`config.mk`:
```
export PLATFORM = sky130hd
export DESIGN_NAME = srht_geom_flat
export DESIGN_NICKNAME = d
export VERILOG_FILES = /design/src/rtl/core/srht_pkg.sv /design/src/rtl/core/srht_if.sv /design/src/rtl/core/srht_geom.sv /design/src/flat_wrapper.sv
export SDC_FILE = /design/constraint.sdc
export NUM_CORES = 1
export LEC_CHECK = 0
export ABC_AREA = 1
export BUFFER_PORTS_ARGS = -buffer_cell sky130_fd_sc_hd__buf_4
export CORE_UTILIZATION = 47
export CTS_CLUSTER_SIZE = 24
export DETAILED_ROUTE_END_ITERATION = 12
export PLACE_DENSITY = 0.78
export SYNTH_ARGS = -nofsm -noshare
export SYNTH_HDL_FRONTEND = slang
export SYNTH_SLANG_ARGS = --single-unit
```
`constraint.sdc`:
```
create_clock -name clk_i -period 8.7 [get_ports clk_i]
set_input_delay 0.87 -clock clk_i [delete_from_list [all_inputs] [get_ports clk_i]]
set_output_delay 0.87 -clock clk_i [all_outputs]
set_load 0.01 [all_outputs]
```
`src/rtl/core/srht_pkg.sv`:
```
// Shared widths and stage payload types for the segment/rectangle hit test.
// No dependencies; every other file of the block but the assertion header refers to it by scope.
`default_nettype none

package srht_pkg;

  // Coordinate width; sizes, extents and products follow from it
  localparam int COORD_WIDTH = 16;
  localparam int NUM_EDGES   = 4;

  localparam int SIZE_W  = COORD_WIDTH - 1;  // box width / height
  localparam int FAR_W   = COORD_WIDTH + 1;  // far corner, never wraps
  localparam int AB_W    = COORD_WIDTH + 1;  // segment direction
  localparam int CD_W    = COORD_WIDTH;      // edge direction, +/- size
  localparam int AC_W    = COORD_WIDTH + 2;  // corner minus segment start
  localparam int PROD_W  = AC_W + AB_W;      // widest single product
  localparam int CROSS_W = PROD_W + 1;       // difference of two products

  // Geometry of one edge relative to the segment start
  typedef struct packed {
    logic signed [AC_W-1:0] acx;
    logic signed [AC_W-1:0] acy;
    logic signed [CD_W-1:0] cdx;
    logic signed [CD_W-1:0] cdy;
  } edge_geo_t;

  typedef struct packed {
    logic signed [AB_W-1:0]           abx;
    logic signed [AB_W-1:0]           aby;
    edge_geo_t [NUM_EDGES-1:0]        edges;
  } geo_t;

  // Six products per edge, paired for the three cross products
  typedef struct packed {
    logic signed [PROD_W-1:0] den_a;
    logic signed [PROD_W-1:0] den_b;
    logic signed [PROD_W-1:0] tn_a;
    logic signed [PROD_W-1:0] tn_b;
    logic signed [PROD_W-1:0] un_a;
    logic signed [PROD_W-1:0] un_b;
  } edge_prod_t;

  typedef edge_prod_t [NUM_EDGES-1:0] prod_t;

  typedef struct packed {
    logic signed [CROSS_W-1:0] den;
    logic signed [CROSS_W-1:0] tn;
    logic signed [CROSS_W-1:0] un;
  } edge_cross_t;

  typedef edge_cross_t [NUM_EDGES-1:0] cross_t;

endpackage

`default_nettype wire

```
`src/rtl/core/srht_if.sv`:
```
// Valid/ready channel interfaces for the hit test input and result items.
// Widths come from srht_pkg.
`default_nettype none

interface srht_in_if;
  logic                                   valid;
  logic                                   ready;
  logic signed [srht_pkg::COORD_WIDTH-1:0] seg_start_x;
  logic signed [srht_pkg::COORD_WIDTH-1:0] seg_start_y;
  logic signed [srht_pkg::COORD_WIDTH-1:0] seg_end_x;
  logic signed [srht_pkg::COORD_WIDTH-1:0] seg_end_y;
  logic signed [srht_pkg::COORD_WIDTH-1:0] box_x;
  logic signed [srht_pkg::COORD_WIDTH-1:0] box_y;
  logic        [srht_pkg::SIZE_W-1:0]      box_w;
  logic        [srht_pkg::SIZE_W-1:0]      box_h;

  modport source (
    output valid, seg_start_x, seg_start_y, seg_end_x, seg_end_y,
           box_x, box_y, box_w, box_h,
    input  ready
  );
  modport sink (
    input  valid, seg_start_x, seg_start_y, seg_end_x, seg_end_y,
           box_x, box_y, box_w, box_h,
    output ready
  );
endinterface


`default_nettype wire

```
`src/rtl/core/srht_geom.sv`:
```
// Stage 1: far corners, segment direction and per-edge differences.
// Uses srht_pkg types and the srht_in_if channel.
`default_nettype none

module srht_geom (
  input  wire logic           clk_i,
  input  wire logic           rst_ni,
  srht_in_if.sink             in_i,
  input  wire logic           ready_i,
  output logic                valid_o,
  output srht_pkg::geo_t      data_o
);

  localparam int CW   = srht_pkg::COORD_WIDTH;
  localparam int FW   = srht_pkg::FAR_W;
  localparam int CDW  = srht_pkg::CD_W;
  localparam int NE   = srht_pkg::NUM_EDGES;

  logic                 valid_q;
  srht_pkg::geo_t       data_q, data_d;

  logic signed [FW-1:0] x0, y0, x1, y1;
  logic signed [FW-1:0] cx [NE];
  logic signed [FW-1:0] cy [NE];
  logic signed [CDW-1:0] w_pos, h_pos;

  // Extend corners one bit so the far corner never wraps
  assign x0    = signed'({in_i.box_x[CW-1], in_i.box_x});
  assign y0    = signed'({in_i.box_y[CW-1], in_i.box_y});
  assign x1    = x0 + signed'({2'b00, in_i.box_w});
  assign y1    = y0 + signed'({2'b00, in_i.box_h});
  assign w_pos = signed'({1'b0, in_i.box_w});
  assign h_pos = signed'({1'b0, in_i.box_h});

  // Corners in edge order: min corner, then counter-clockwise
  assign cx[0] = x0;
  assign cy[0] = y0;
  assign cx[1] = x1;
  assign cy[1] = y0;
  assign cx[2] = x1;
  assign cy[2] = y1;
  assign cx[3] = x0;
  assign cy[3] = y1;

  // Form the differences for every edge
  always_comb begin
    data_d.abx = signed'({in_i.seg_end_x[CW-1], in_i.seg_end_x})
               - signed'({in_i.seg_start_x[CW-1], in_i.seg_start_x});
    data_d.aby = signed'({in_i.seg_end_y[CW-1], in_i.seg_end_y})
               - signed'({in_i.seg_start_y[CW-1], in_i.seg_start_y});
    for (int k = 0; k < NE; k++) begin
      data_d.edges[k].acx = signed'({cx[k][FW-1], cx[k]})
        - signed'({{2{in_i.seg_start_x[CW-1]}}, in_i.seg_start_x});
      data_d.edges[k].acy = signed'({cy[k][FW-1], cy[k]})
        - signed'({{2{in_i.seg_start_y[CW-1]}}, in_i.seg_start_y});
    end
    // Edge directions: bottom +w, right +h, top -w, left -h
    data_d.edges[0].cdx = w_pos;
    data_d.edges[0].cdy = '0;
    data_d.edges[1].cdx = '0;
    data_d.edges[1].cdy = h_pos;
    data_d.edges[2].cdx = -w_pos;
    data_d.edges[2].cdy = '0;
    data_d.edges[3].cdx = '0;
    data_d.edges[3].cdy = -h_pos;
  end

  // Advance when this stage is empty or the next one takes its item
  assign in_i.ready = !valid_q || ready_i;

  always_ff @(posedge clk_i or negedge rst_ni) begin
    if (!rst_ni) begin
      valid_q <= 1'b0;
    end else if (in_i.ready) begin
      valid_q <= in_i.valid;
    end
  end

  always_ff @(posedge clk_i) begin
    if (in_i.ready && in_i.valid) begin
      data_q <= data_d;
    end
  end

  assign valid_o = valid_q;
  assign data_o  = data_q;

endmodule

`default_nettype wire

```
`src/flat_wrapper.sv`:
```
// flat-port wrapper written by rule: the top's interface ports become plain ports
module srht_geom_flat 
  (clk_i, rst_ni, ready_i, valid_o, data_o, in_i_valid, in_i_seg_start_x, in_i_seg_start_y, in_i_seg_end_x, in_i_seg_end_y, in_i_box_x, in_i_box_y, in_i_box_w, in_i_box_h, in_i_ready);
  srht_in_if in_i_i ();
  input  wire logic clk_i;
  input  wire logic rst_ni;
  input  wire logic ready_i;
  output logic valid_o;
  output srht_pkg::geo_t data_o;
  input wire logic [$bits(in_i_i.valid)-1:0] in_i_valid;
  input wire logic [$bits(in_i_i.seg_start_x)-1:0] in_i_seg_start_x;
  input wire logic [$bits(in_i_i.seg_start_y)-1:0] in_i_seg_start_y;
  input wire logic [$bits(in_i_i.seg_end_x)-1:0] in_i_seg_end_x;
  input wire logic [$bits(in_i_i.seg_end_y)-1:0] in_i_seg_end_y;
  input wire logic [$bits(in_i_i.box_x)-1:0] in_i_box_x;
  input wire logic [$bits(in_i_i.box_y)-1:0] in_i_box_y;
  input wire logic [$bits(in_i_i.box_w)-1:0] in_i_box_w;
  input wire logic [$bits(in_i_i.box_h)-1:0] in_i_box_h;
  output wire logic [$bits(in_i_i.ready)-1:0] in_i_ready;
  assign in_i_i.valid = in_i_valid;
  assign in_i_i.seg_start_x = in_i_seg_start_x;
  assign in_i_i.seg_start_y = in_i_seg_start_y;
  assign in_i_i.seg_end_x = in_i_seg_end_x;
  assign in_i_i.seg_end_y = in_i_seg_end_y;
  assign in_i_i.box_x = in_i_box_x;
  assign in_i_i.box_y = in_i_box_y;
  assign in_i_i.box_w = in_i_box_w;
  assign in_i_i.box_h = in_i_box_h;
  assign in_i_ready = in_i_i.ready;
  srht_geom u_core (.clk_i(clk_i), .rst_ni(rst_ni), .in_i(in_i_i), .ready_i(ready_i), .valid_o(valid_o), .data_o(data_o));
endmodule
```
Yosys cells after proc, flatten, opt, wreduce, memory -nomap -nowiden
Index checks and enable logic that the tools add are counted.
{ "op_classes": {"addsub": 10, "reduce_logical": 3} }
{ "ops": {"columns": ["op", "n"], "rows": [
  ["16-bit by 16-bit subtractor with 17-bit output", 4],
  ["17-bit by 16-bit subtractor with 18-bit output", 2],
  ["16-bit by 16-bit adder with 17-bit output", 2],
  ["15-bit negation with 16-bit output", 2],
  ["1-bit logical AND", 1],
  ["1-bit logical NOT", 1],
  ["1-bit logical OR", 1]
]} }
{ "word_totals": {"ff_bits": 169, "inputBits": 130, "output_inout_bits": 308, "word_cells": 24} }

Depth between registers and ports, before layout
Gate-level depths: netlist (run 1).
{ "logic_depth": {"word_depth": 3, "depth_mapped": 14, "mapped_depth_nobuf": 14} }

Least setup slack after synthesis (run 1)
Ideal clock, no wire load.
{ "synth_timing": {"path_kind": "input port to flip-flop", "start": "input port in_i_valid", "end": "register u_core.data_q (netlist bit u_core.data_o[118]), enable pin", "setup_ps": 742, "arrival_ps": 8794, "t_required_ps": 7958, "setup_slack_ps": -836, "path_stages": 2, "path_buffers": 0, "cell_sequence": "inv_1 -> a21oi_1"} }
{ "synth_via": {"elab_chain_len": 1} }
{ "synth_rtl": {"columns": ["item", "line_no", "rtl"], "rows": [
  ["start, declared", "flat_wrapper.sv:10", "input wire logic [$bits(in_i_i.valid)-1:0] in_i_valid;"],
  ["1-bit logical AND", "srht_geom.sv:80", "if (in_i.ready && in_i.valid) begin"],
  ["end signal, assigned", "srht_geom.sv:81", "data_q <= data_d;"],
  ["end, declared", "srht_geom.sv:20", "srht_pkg::geo_t data_q, data_d;"]
]} }
Every way passes these cells.
A chain may end at the register's enable or synchronous reset.

==> implementation parameters, run 1 <==
Parameter                              Value

Final layout
  Flip-flop and latch area ... 4950 µm²
  Area occupied by multi-input gates ... 6300 µm²
  Final net count ... 2185
  Leading cell types in the layout, fill and taps excluded ... sky130_fd_sc_hd__nand2_1 (410), sky130_fd_sc_hd__buf_4 (371), sky130_fd_sc_hd__inv_1 (291)
  Area growth from synthesis to layout ... 23.0%
  Most frequent standard cell in the layout excluding fill and tap cells ... sky130_fd_sc_hd__nand2_1
  Filler Cell Count ... 2412
  Share of final-layout standard cells stronger than drive strength 1 ... 22.4%

Power
  Static power due to leakage ... 8.49 nW
  Power density relative to cell area ... 173 nW/µm²
  Max IR drop VDD ... 0.112 mV
  Pwr Total ... 2.81 mW

Setup path
  Data required time of the critical path ... 8.88 ns
  Critical path class ... primary input to register
  Arrival time worst endpoint ... 2.89 ns
  Type of origin of the critical path ... primary input
  Largest driver fanout on the critical path ... 4
  Slack of the worst reg-to-reg path ... 6.95 ns
  Setup crit end kind ... register

Global route
  Total global routing track utilization ... 26.9%
  Wire length of the first global-routing pass ... 58400 µm
  Number of global-route vias before repair ... 11018
  Remaining Overflow, GRT ... 0
  Maximum number of pins on one net before global-route repair ... 165
  Number of antenna violations at the first check in global routing ... 1

Placement
  Placed wire-length estimate ... 32400 µm
  Quantity of I/O buffers inserted on ports ... 371
  Pre-CTS setup slack ... 5.55 ns
  Placer Congestion ... 0.986

Clocking
  Number of hold buffers added after cts ... 0
  Cell at the root of the clock tree ... sky130_fd_sc_hd__clkbuf_16
  Number of setup buffers added after CTS ... 0
  Later-pin clock latency in the skew report ... 0.43 ns
  TritonCTS buffer count ... 17
  Clock H-tree levels ... 4
  Count of clock tree sinks ... 165
  Clock Pin Slew Worst Setup and Hold Paths ... 0.07 ns
  Resized Gates After CTS ... 0
  TritonCTS clock tree ... yes
  Maximum count of clock buffers along a single path ... 2

STA
  Slew of the pin with the lowest slew margin ... 0.893 ns
  RSZ-0062 raised after global routing ... false
  Setup Viol. Count Final ... 0
  Number of hold violations in the final report ... 0
  Final Worst Setup Slack ... 5.99 ns
  Largest clock skew in the final design ... 0.0111 ns
  Max Freq ... 369 MHz
  Part of the cycle the worst path needs ... 31.2%
  Final Max Tran Viols ... 0
  Max-Slew Margin vs Limit ... 40.5%
  Crit path time final ... 2.71 ns
  Setup TNS ... 0 ns

Floorplanning
  Number of primary I/O pins ... 438
  Die width ... 170 µm
  Floorplan die height ... 170 µm
  Die area ... 28700 µm²
  Row count ... 60
  Initial standard-cell utilization of the core ... 48.4%
  Core region area ... 27300 µm²

Hold path
  Type of the tightest min-delay check ... primary input to asynchronous set/reset pin

Logic synthesis
  Mux share of post-synthesis cell area ... 0%
  Most common flop cell mapped by yosys ... sky130_fd_sc_hd__edfxtp_1
  Post-synthesis instance area ... 13200 µm²
  Portion of the post-synthesis area used by sequential elements ... 37.5%
  Synthesized-area fraction occupied by ao, oa, aoi and oai cells ... 5.65%
  Distinct cell type count of the synthesized netlist ... 33
  Number of enable-type register cells in the synthesized netlist ... 164
  Main combinational cell family by area after synthesis ... simple AND/OR/NAND/NOR gates
  Instance count of the mapped netlist ... 1607
  Post-Synth Adder-Cell Area ... 14.6%
  Simple-Gate Fraction of Synth Area ... 21.2%
  Fraction of synthesis flops using an asynchronous set or reset pin ... 0.606%
  Flip-flop and latch count after synthesis ... 165
  Number of warning messages in the yosys log ... 0
  Syn_area_per_cell ... 8.21 µm²
  Parity-gate share of the synthesized area counting xor and xnor cells ... 4.38%

Flow run
  # Max-Cap Violations ... 0

Status
  Outcome ... complete, no violations

Route
  Via-per-instance ratio ... 4.98
  Number of DRC markers after the initial detailed-route iteration ... 688
  Routed WL ... 38800 µm
  Number of antenna-violating nets in the routed design ... 0
  Routed length per placed instance ... 16.8 µm
  Number of search-and-repair iterations in the first detailed-routing pass ... 5
  Remaining design rule violation count ... 0
  Total via count after detailed routing ... 11482
-- worst paths after layout --
kind | start | to | depth (start not counted)
max reg2reg | u_core.valid_o$_DFFE_PN0N_ | u_core.data_o[296]$_DFFE_PP_ | 2
min | rst_ni | u_core.valid_o$_DFFE_PN0N_ | 1
max in group asynchronous | rst_ni | u_core.valid_o$_DFFE_PN0N_ | 1
min in group clk_i | in_i_box_w[9] | u_core.data_o[25]$_DFFE_PP_ | 1
min reg2reg | u_core.valid_o$_DFFE_PN0N_ | u_core.valid_o$_DFFE_PN0N_ | 2
max | in_i_box_y[0] | u_core.data_o[184]$_DFFE_PP_ | 14
-- report_power, final --
part	switching (mW)	total (mW)	leakage, nW	internal (mW)
registers	0.0543	1.05	1.57	1.00
clock network	0.355	0.757	0.272	0.401
logic	0.591	0.996	6.65	0.405
-- through the flow --
step                cells  hold WS, ns  cell area, µm²  utilization, %
global route         2307        0.184           16200            59.5
finish               2307        0.197           16200            59.5
CTS                  2306        0.185           16200            59.5
global placement     2274        0.569           15600            57.4
detailed placement   2274        0.615           15600            57.4
floorplan            1672        0.574           13400               -
-- sequential cells by signal, summed over array words and instances, names as in the netlist --
| register | flops |
|---|---|
| u_core.valid_o | 1 |
| u_core.data_o | 164 |
-- logic make-up after synthesis --
group           after synthesis
fa+ha+maj                   134
other cells                   1
simple gates                663
compound gates              137
buf+inv                     441
xor+xnor                     66
flops                       165
-- cells in the mapped netlist, drive strengths merged (4+ instances only) --
library cell / instances / share of area, %
nand3: 85 / 3.5
buf: 142 / 8.1
nor3: 24 / 1.1
nand2: 413 / 12
a21o: 6 / 0.34
edfxtp: 164 / 37
nand4: 14 / 0.66
inv: 299 / 8.5
ha: 100 / 9.5
fa: 34 / 5.2
nand3b: 4 / 0.23
xor2: 53 / 3.5
o21bai: 5 / 0.28
a21oi: 84 / 3.2
and2: 13 / 0.62
nor2: 109 / 3.2
o21ai: 38 / 1.6
xnor2: 13 / 0.86
-- metal layers --
| metal | routed length, µm | track usage (%) | up-vias |
|---|---|---|---|
| met5 | 0 | 0 | - |
| met4 | 1170 | 10.3 | 0 |
| met3 | 2900 | 3.99 | 70 |
| met2 | 20100 | 50.5 | 532 |
| met1 | 14700 | 30.5 | 5335 |
| li1 | - | - | 5545 |
-- critical path: stages --
cell                       delay [ns]
sky130_fd_sc_hd__buf_4           0.08
sky130_fd_sc_hd__inv_1           0.03
sky130_fd_sc_hd__ha_1            0.28
sky130_fd_sc_hd__inv_1           0.08
sky130_fd_sc_hd__ha_1            0.24
sky130_fd_sc_hd__inv_1           0.09
sky130_fd_sc_hd__fa_1            0.43
sky130_fd_sc_hd__nand3b_1        0.17
sky130_fd_sc_hd__nand2_1         0.15
sky130_fd_sc_hd__nand3_1         0.09
sky130_fd_sc_hd__nand2_1         0.15
sky130_fd_sc_hd__nand2_1         0.09
sky130_fd_sc_hd__nand3b_1        0.09
sky130_fd_sc_hd__nand2_1         0.05
-- final cells by class --
type / count / area share (%)
Inverter: 299 / 6.92
Multi-Input combinational cell: 1066 / 38.9
Tap cell: 372 / 2.87
Sequential cell: 165 / 30.5
Clock inverter: 15 / 0.910
Clock buffer: 17 / 2.62
Antenna cell: 1 / 0.0154
Timing Repair Buffer: 372 / 17.3
Power figures use the tool's default switching activity.
==> inputs of run 2 (changes only) <==
--- a/config.mk
+++ b/config.mk
@@ -7,10 +7,11 @@
 export LEC_CHECK = 0
 export ABC_AREA = 1
 export BUFFER_PORTS_ARGS = -buffer_cell sky130_fd_sc_hd__buf_4
-export CORE_UTILIZATION = 47
+export CORE_AREA = 2 2 172 174
 export CTS_CLUSTER_SIZE = 24
 export DETAILED_ROUTE_END_ITERATION = 12
-export PLACE_DENSITY = 0.78
+export DIE_AREA = 0 0 174 176
+export PLACE_DENSITY = 0.74
 export SYNTH_ARGS = -nofsm -noshare
 export SYNTH_HDL_FRONTEND = slang
 export SYNTH_SLANG_ARGS = --single-unit
==> constraint.sdc (replaced) <==
create_clock -name clk_i -period 2.6 [get_ports clk_i]
set_input_delay 0.26 -clock clk_i [delete_from_list [all_inputs] [get_ports clk_i]]
set_output_delay 0.26 -clock clk_i [all_outputs]
set_load 0.01 [all_outputs]
==> implementation parameters, run 2 (same netlist as run 1, synthesis figures left out) <==
Parameter                              Value

Placement
  Quantity of I/O buffers inserted on ports ... 371 (unchanged)
  Placer Congestion ... 0.903 (was 0.986)
  Pre-CTS setup slack ... 0.132 ns (was 5.55 ns)
  Placed Area ... 15700 µm² (was 15600 µm²)
  Instance count after placement with tap cells included ... 2289 (was 2274)
  Placed wire-length estimate ... 33000 µm (was 32400 µm)

Flow run
  # Max-Cap Violations ... 0 (unchanged)

Final layout
  Most frequent standard cell in the layout excluding fill and tap cells ... sky130_fd_sc_hd__nand2_1 (unchanged)
  Share of final-layout standard cells stronger than drive strength 1 ... 22.5% (was 22.4%)
  Final net count ... 2189 (was 2185)
  Util after Layout ... 57.0% (was 59.5%)
  Diodes inserted ... 0 (was 1)
  Layout Cell Area excl Fill ... 16300 µm² (was 16200 µm²)
  Largest register FFs ... 164 (unchanged)
  Count of non-filler cells in the finished layout ... 2322 (was 2307)
  Area growth from synthesis to layout ... 23.3% (was 23.0%)
  Leading cell types in the layout, fill and taps excluded ... sky130_fd_sc_hd__nand2_1 (410), sky130_fd_sc_hd__buf_4 (373), sky130_fd_sc_hd__inv_1 (291) (was sky130_fd_sc_hd__nand2_1 (410), sky130_fd_sc_hd__buf_4 (371), sky130_fd_sc_hd__inv_1 (291))

Floorplanning
  Floorplan die height ... 176 µm (was 170 µm)
  Core region area ... 28500 µm² (was 27300 µm²)
  Number of primary I/O pins ... 438 (unchanged)
  Initial standard-cell utilization of the core ... 46.2% (was 48.4%)
  Die area ... 30600 µm² (was 28700 µm²)
  Row count ... 62 (was 60)
  Die width ... 174 µm (was 170 µm)

STA
  Setup TNS ... 0 ns (unchanged)
  RSZ-0062 raised after global routing ... false (unchanged)
  Largest clock skew in the final design ... 0.0115 ns (was 0.0111 ns)
  Setup Viol. Count Final ... 0 (unchanged)
  Final Max Tran Viols ... 0 (unchanged)
  Final-layout worst hold slack ... 0.0234 ns (was 0.197 ns)
  Part of the cycle the worst path needs ... 77.2%
  Slew of the pin with the lowest slew margin ... 0.584 ns (was 0.893 ns)
  Max Freq ... 498 MHz
  Final Worst Setup Slack ... 0.592 ns (was 5.99 ns)
  Number of hold violations in the final report ... 0 (unchanged)
  Crit path time final ... 2.01 ns
  Max-Slew Margin vs Limit ... 61.0% (was 40.5%)

Setup path
  Crit path launch ... in_i_box_h[7] (was in_i_box_y[0])
  Data required time of the critical path ... 2.80 ns (was 8.88 ns)
  Worst reg2reg endpoint ... u_core.data_o[303]$_DFFE_PP_ (was u_core.data_o[296]$_DFFE_PP_)
  Arrival time worst endpoint ... 2.20 ns (was 2.89 ns)
  Largest driver fanout on the critical path ... 4 (unchanged)
  Slack of the worst reg-to-reg path ... 1.00 ns (was 6.95 ns)
  Type of origin of the critical path ... primary input (unchanged)
  Start of the worst register-to-register path ... u_core.valid_o$_DFFE_PN0N_ (unchanged)
  Critical path class ... primary input to register (unchanged)
  Setup crit end kind ... register (unchanged)
  Worst Reg2Reg Path Length in Cells ... 2 (unchanged)

Clocking
  Cell at the root of the clock tree ... sky130_fd_sc_hd__clkbuf_16 (unchanged)
  TritonCTS buffer count ... 17 (unchanged)
  Clock H-tree levels ... 4 (unchanged)
  Number of setup buffers added after CTS ... 0 (unchanged)
  Clock Pin Slew Worst Setup and Hold Paths ... 0.07 ns (about the same)
  TritonCTS clock tree ... yes (unchanged)
  Later-pin clock latency in the skew report ... 0.44 ns (was 0.43 ns)
  Count of clock tree sinks ... 165 (unchanged)
  Maximum count of clock buffers along a single path ... 2 (unchanged)

Route
  Remaining design rule violation count ... 0 (unchanged)
  Routed WL ... 38700 µm (was 38800 µm)
  Number of search-and-repair iterations in the first detailed-routing pass ... 5 (unchanged)
  Number of DRC markers after the initial detailed-route iteration ... 514 (was 688)
  Via-per-instance ratio ... 4.83 (was 4.98)
  Total via count after detailed routing ... 11219 (was 11482)
  Number of antenna-violating nets in the routed design ... 0 (unchanged)
  Routed length per placed instance ... 16.7 µm (was 16.8 µm)

Power
  Pwr Total ... 9.28 mW (was 2.81 mW)
  Max IR drop VDD ... 0.410 mV (was 0.112 mV)
  Static power due to leakage ... 8.50 nW (was 8.49 nW)
  Power density relative to cell area ... 570 nW/µm² (was 173 nW/µm²)

Hold path
  Launch point of the worst hold path ... in_i_box_w[1]
  Type of the tightest min-delay check ... primary input to register (was primary input to asynchronous set/reset pin)
  Endpoint of the worst hold path ... u_core.data_o[17]$_DFFE_PP_
  Cells on Worst Hold Path ... 1

Global route
  Maximum number of pins on one net before global-route repair ... 100 (was 165)
  Total global routing track utilization ... 25.0% (was 26.9%)
  Number of antenna violations at the first check in global routing ... 0 (was 1)
  Number of global-route vias before repair ... 10837 (was 11018)
  Remaining Overflow, GRT ... 0 (unchanged)
  Wire length of the first global-routing pass ... 58200 µm (was 58400 µm)

Status
  Outcome ... complete, no violations (unchanged)
-- run 2: cell type report --
cell class | count | area [µm²]
well taps | 384 | 480
inverters | 299 | 1120
clock inverters | 15 | 130
clock buffers | 17 | 425
repair buffers | 376 | 2850
multi-input cells | 1066 | 6300
fillers | 2622 | 12300
flip-flops and latches | 165 | 4950
-- run 2: report_power, final --
part	leakage, nW	switching, mW	total (mW)	internal, mW
Sequential	1.57	0.196	3.54	3.35
Clock	0.262	1.10	2.42	1.32
Combinational	6.67	1.95	3.32	1.37
Total	8.50	3.24	9.28	6.04
-- run 2: routing by layer --
metal,part of all wire (%),global-route usage (%),vias up
met5,0,0,-
met2,52,47.3,470
li1,-,-,5558
met3,7.0,4.37,58
met4,2.4,7.81,0
met1,38,28.7,5133
-- run 2: worst max-delay path by stage --
stage / to / slack [ns]
4_1_cts: u_core.data_o[185]$_DFFE_PP_ / 0.60
3_5_place_dp: u_core.data_o[184]$_DFFE_PP_ / 0.13
3_3_place_gp: u_core.data_o[185]$_DFFE_PP_ / 0.15
5_1_grt: u_core.data_o[183]$_DFFE_PP_ / 0.41
2_1_floorplan: u_core.data_o[118]$_DFFE_PP_ / -0.99
6_report: u_core.data_o[185]$_DFFE_PP_ / 0.59
-- run 2: critical path, stage by stage --
cell and delay [ns]:
sky130_fd_sc_hd__buf_4 0.12, sky130_fd_sc_hd__inv_1 0.10, sky130_fd_sc_hd__fa_1 0.54, sky130_fd_sc_hd__inv_1 0.05, sky130_fd_sc_hd__ha_1 0.36, sky130_fd_sc_hd__nand2_1 0.11
sky130_fd_sc_hd__inv_1 0.06, sky130_fd_sc_hd__a21oi_1 0.17, sky130_fd_sc_hd__nand3_2 0.16, sky130_fd_sc_hd__nand2_1 0.12, sky130_fd_sc_hd__nand2_1 0.05, sky130_fd_sc_hd__nand2_1 0.05
sky130_fd_sc_hd__nand2_1 0.06
-- run 2: repair_timing --
item | CTS | global route
hold endpoints to repair | 1 | 0
gates resized for setup | 0 | 0
hold buffers | 1 | 0
==> inputs of run 3 (changes only) <==
--- a/config.mk
+++ b/config.mk
@@ -7,11 +7,10 @@
 export LEC_CHECK = 0
 export ABC_AREA = 1
 export BUFFER_PORTS_ARGS = -buffer_cell sky130_fd_sc_hd__buf_4
-export CORE_AREA = 2 2 172 174
+export CORE_UTILIZATION = 47
 export CTS_CLUSTER_SIZE = 24
 export DETAILED_ROUTE_END_ITERATION = 12
-export DIE_AREA = 0 0 174 176
-export PLACE_DENSITY = 0.74
+export PLACE_DENSITY = 0.78
 export SYNTH_ARGS = -nofsm -noshare
 export SYNTH_HDL_FRONTEND = slang
 export SYNTH_SLANG_ARGS = --single-unit
==> constraint.sdc (replaced) <==
create_clock -name clk_i -period 1.8 [get_ports clk_i]
set_input_delay 0.18 -clock clk_i [delete_from_list [all_inputs] [get_ports clk_i]]
set_output_delay 0.18 -clock clk_i [all_outputs]
set_load 0.01 [all_outputs]
==> implementation parameters, run 3 (same netlist as run 1, synthesis figures left out) <==
Parameter                              Value

Status
  Outcome ... complete, no violations (unchanged)

Final layout
  Share of final-layout standard cells stronger than drive strength 1 ... 35.4% (was 22.5%)
  Layout Cell Area excl Fill ... 18600 µm² (was 16300 µm²)
  Filler Cell Count ... 2204 (was 2622)
  Area growth from synthesis to layout ... 41.0% (was 23.3%)
  Largest register FFs ... 164 (unchanged)
  Leading cell types in the layout, fill and taps excluded ... sky130_fd_sc_hd__buf_4 (589), sky130_fd_sc_hd__nand2_1 (389), sky130_fd_sc_hd__inv_1 (263) (was sky130_fd_sc_hd__nand2_1 (410), sky130_fd_sc_hd__buf_4 (373), sky130_fd_sc_hd__inv_1 (291))
  Most frequent standard cell in the layout excluding fill and tap cells ... sky130_fd_sc_hd__buf_4 (was sky130_fd_sc_hd__nand2_1)
  Final net count ... 2416 (was 2189)
  Diodes inserted ... 0 (unchanged)
  Util after Layout ... 68.2% (was 57.0%)

Power
  Max IR drop VDD ... 0.541 mV (was 0.410 mV)
  Power density relative to cell area ... 791 nW/µm² (was 570 nW/µm²)
  Static power due to leakage ... 9.60 nW (was 8.50 nW)

Route
  Remaining design rule violation count ... 0 (unchanged)
  Total via count after detailed routing ... 12207 (was 11219)
  Routed WL ... 39800 µm (was 38700 µm)
  Routed length per placed instance ... 15.7 µm (was 16.7 µm)
  Number of search-and-repair iterations in the first detailed-routing pass ... 6 (was 5)
  Number of antenna-violating nets in the routed design ... 0 (unchanged)
  Number of DRC markers after the initial detailed-route iteration ... 708 (was 514)
  Via-per-instance ratio ... 4.81 (was 4.83)

STA
  Largest clock skew in the final design ... 0.0156 ns (was 0.0115 ns)
  Number of hold violations in the final report ... 0 (unchanged)
  Final Max Tran Viols ... 0 (unchanged)
  Setup TNS ... 0 ns (unchanged)
  Final Worst Setup Slack ... 0.0546 ns (was 0.592 ns)
  Max Freq ... 573 MHz
  Crit path time final ... 1.75 ns
  Setup Viol. Count Final ... 0 (unchanged)
  Part of the cycle the worst path needs ... 97.0%
  RSZ-0062 raised after global routing ... true (was false)

Floorplanning
  Row count ... 60 (was 62)
  Number of primary I/O pins ... 438 (unchanged)
  Die area ... 28700 µm² (was 30600 µm²)
  Core region area ... 27300 µm² (was 28500 µm²)
  Die width ... 170 µm (was 174 µm)
  Floorplan die height ... 170 µm (was 176 µm)
  Initial standard-cell utilization of the core ... 48.4% (was 46.2%)

Setup path
  Arrival time worst endpoint ... 1.93 ns (was 2.20 ns)
  Ordered list of cells on the worst path ... buf_4 > inv_1 > fa_1 > inv_1 > ha_4 > nand2_1 > o21ai_1 > buf_4 > inv_1 > nand3_1 > nand2_1 (was buf_4 > inv_1 > fa_1 > inv_1 > ha_1 > nand2_1 > inv_1 > a21oi_1 > nand3_2 > nand2_1 > nand2_1 > nand2_1 > nand2_1)
  Setup crit end kind ... register (unchanged)
  Data required time of the critical path ... 1.99 ns (was 2.80 ns)
  Category of cells accounting for the largest share of critical-path delay ... adder cells (unchanged)
  Critical-path top delay cell ... sky130_fd_sc_hd__fa_1 (unchanged)
  Crit-path most repeated cell ... sky130_fd_sc_hd__inv_1 (was sky130_fd_sc_hd__nand2_1)
  Largest driver fanout on the critical path ... 4 (unchanged)
  Critical path class ... primary input to register (unchanged)
  Type of origin of the critical path ... primary input (unchanged)
  Max incr delay on CP ... 0.55 ns (was 0.54 ns)
  Critical path buffers and inverters ... 5 (was 4)

Global route
  Total global routing track utilization ... 27.4% (was 25.0%)
  Number of global-route vias before repair ... 11720 (was 10837)
  Wire length of the first global-routing pass ... 59300 µm (was 58200 µm)
  Number of antenna violations at the first check in global routing ... 1 (was 0)
  Maximum number of pins on one net before global-route repair ... 51 (was 100)
  Remaining Overflow, GRT ... 0 (unchanged)

Clocking
  Clock Pin Slew Worst Setup and Hold Paths ... 0.07 ns (about the same)
  Later-pin clock latency in the skew report ... 0.43 ns (was 0.44 ns)
  Clock H-tree levels ... 4 (unchanged)
  Count of clock tree sinks ... 165 (unchanged)
  Cell at the root of the clock tree ... sky130_fd_sc_hd__clkbuf_16 (unchanged)
  TritonCTS buffer count ... 17 (unchanged)
  Maximum count of clock buffers along a single path ... 2 (unchanged)
  TritonCTS clock tree ... yes (unchanged)

Placement
  Placed wire-length estimate ... 33400 µm (was 33000 µm)
  Pre-CTS setup slack ... -0.473 ns (was 0.132 ns)
  Placer Congestion ... 0.918 (was 0.903)
  Placed Area ... 17800 µm² (was 15700 µm²)
  Quantity of I/O buffers inserted on ports ... 371 (unchanged)

Flow run
  # Max-Cap Violations ... 0 (unchanged)

Hold path
  Type of the tightest min-delay check ... primary input to register (unchanged)
run 3: layout make-up:
cell class	instances	area (µm²)	share of cell area, %
inverters	299	1140	6.15
repair buffers	603	4600	24.8
flip-flops and latches	165	4950	26.6
clock inverters	13	125	0.673
multi-input cells	1066	6870	37.0
clock buffers	19	433	2.33
well taps	372	465	2.50
run 3: path summary, 6_finish.rpt:
kind | from | end | slack, ns | cells past startpoint
min | in_i_box_w[7] | u_core.data_o[23]$_DFFE_PP_ | 0.03 | 2
max in group asynchronous | rst_ni | u_core.valid_o$_DFFE_PN0N_ | 1.64 | 2
min reg2reg | u_core.valid_o$_DFFE_PN0N_ | u_core.valid_o$_DFFE_PN0N_ | 0.60 | 2
min in group asynchronous | rst_ni | u_core.valid_o$_DFFE_PN0N_ | 0.07 | 2
max | in_i_box_w[11] | u_core.data_o[131]$_DFFE_PP_ | 0.05 | 11
max reg2reg | u_core.valid_o$_DFFE_PN0N_ | u_core.data_o[295]$_DFFE_PP_ | 0.42 | 3
run 3: power by group:
part / switching (mW) / total (mW) / internal [mW] / leakage [nW]
logic: 3.17 / 6.03 / 2.86 / 7.76
registers: 0.237 / 5.07 / 4.83 / 1.57
clock network: 1.67 / 3.60 / 1.93 / 0.264
total: 5.08 / 14.7 / 9.62 / 9.60
run 3: per-layer routing:
metal  wire length [µm]  global-route usage [%]  vias to the layer above
li1                   -                       -                     6023
met1              14600                    29.2                     5614
met2              21200                    52.5                      478
met3               2410                    4.69                       90
met4               1520                    11.8                        2
met5                 11                       0                        -
run 3: through the flow:
| stage | instances | hold WS [ns] | total power [mW] |
|---|---|---|---|
| after detailed placement | 2494 | -0.0411 | 11.0 |
| final | 2537 | 0.0333 | 14.7 |
| after global placement | 2494 | -0.0448 | 10.9 |
| after global routing | 2537 | 0.0166 | 15.5 |
| after floorplan | 1672 | -0.116 | 8.65 |
| after CTS | 2536 | 0.00459 | 14.7 |
run 3: timing repair:
item / in CTS / in global routing
setup buffers: 0 / 1
gates resized for setup: 0 / 24
hold buffers: 10 / 0
hold endpoints to repair: 10 / 0
endpoints found under the setup margin: 0 / 14
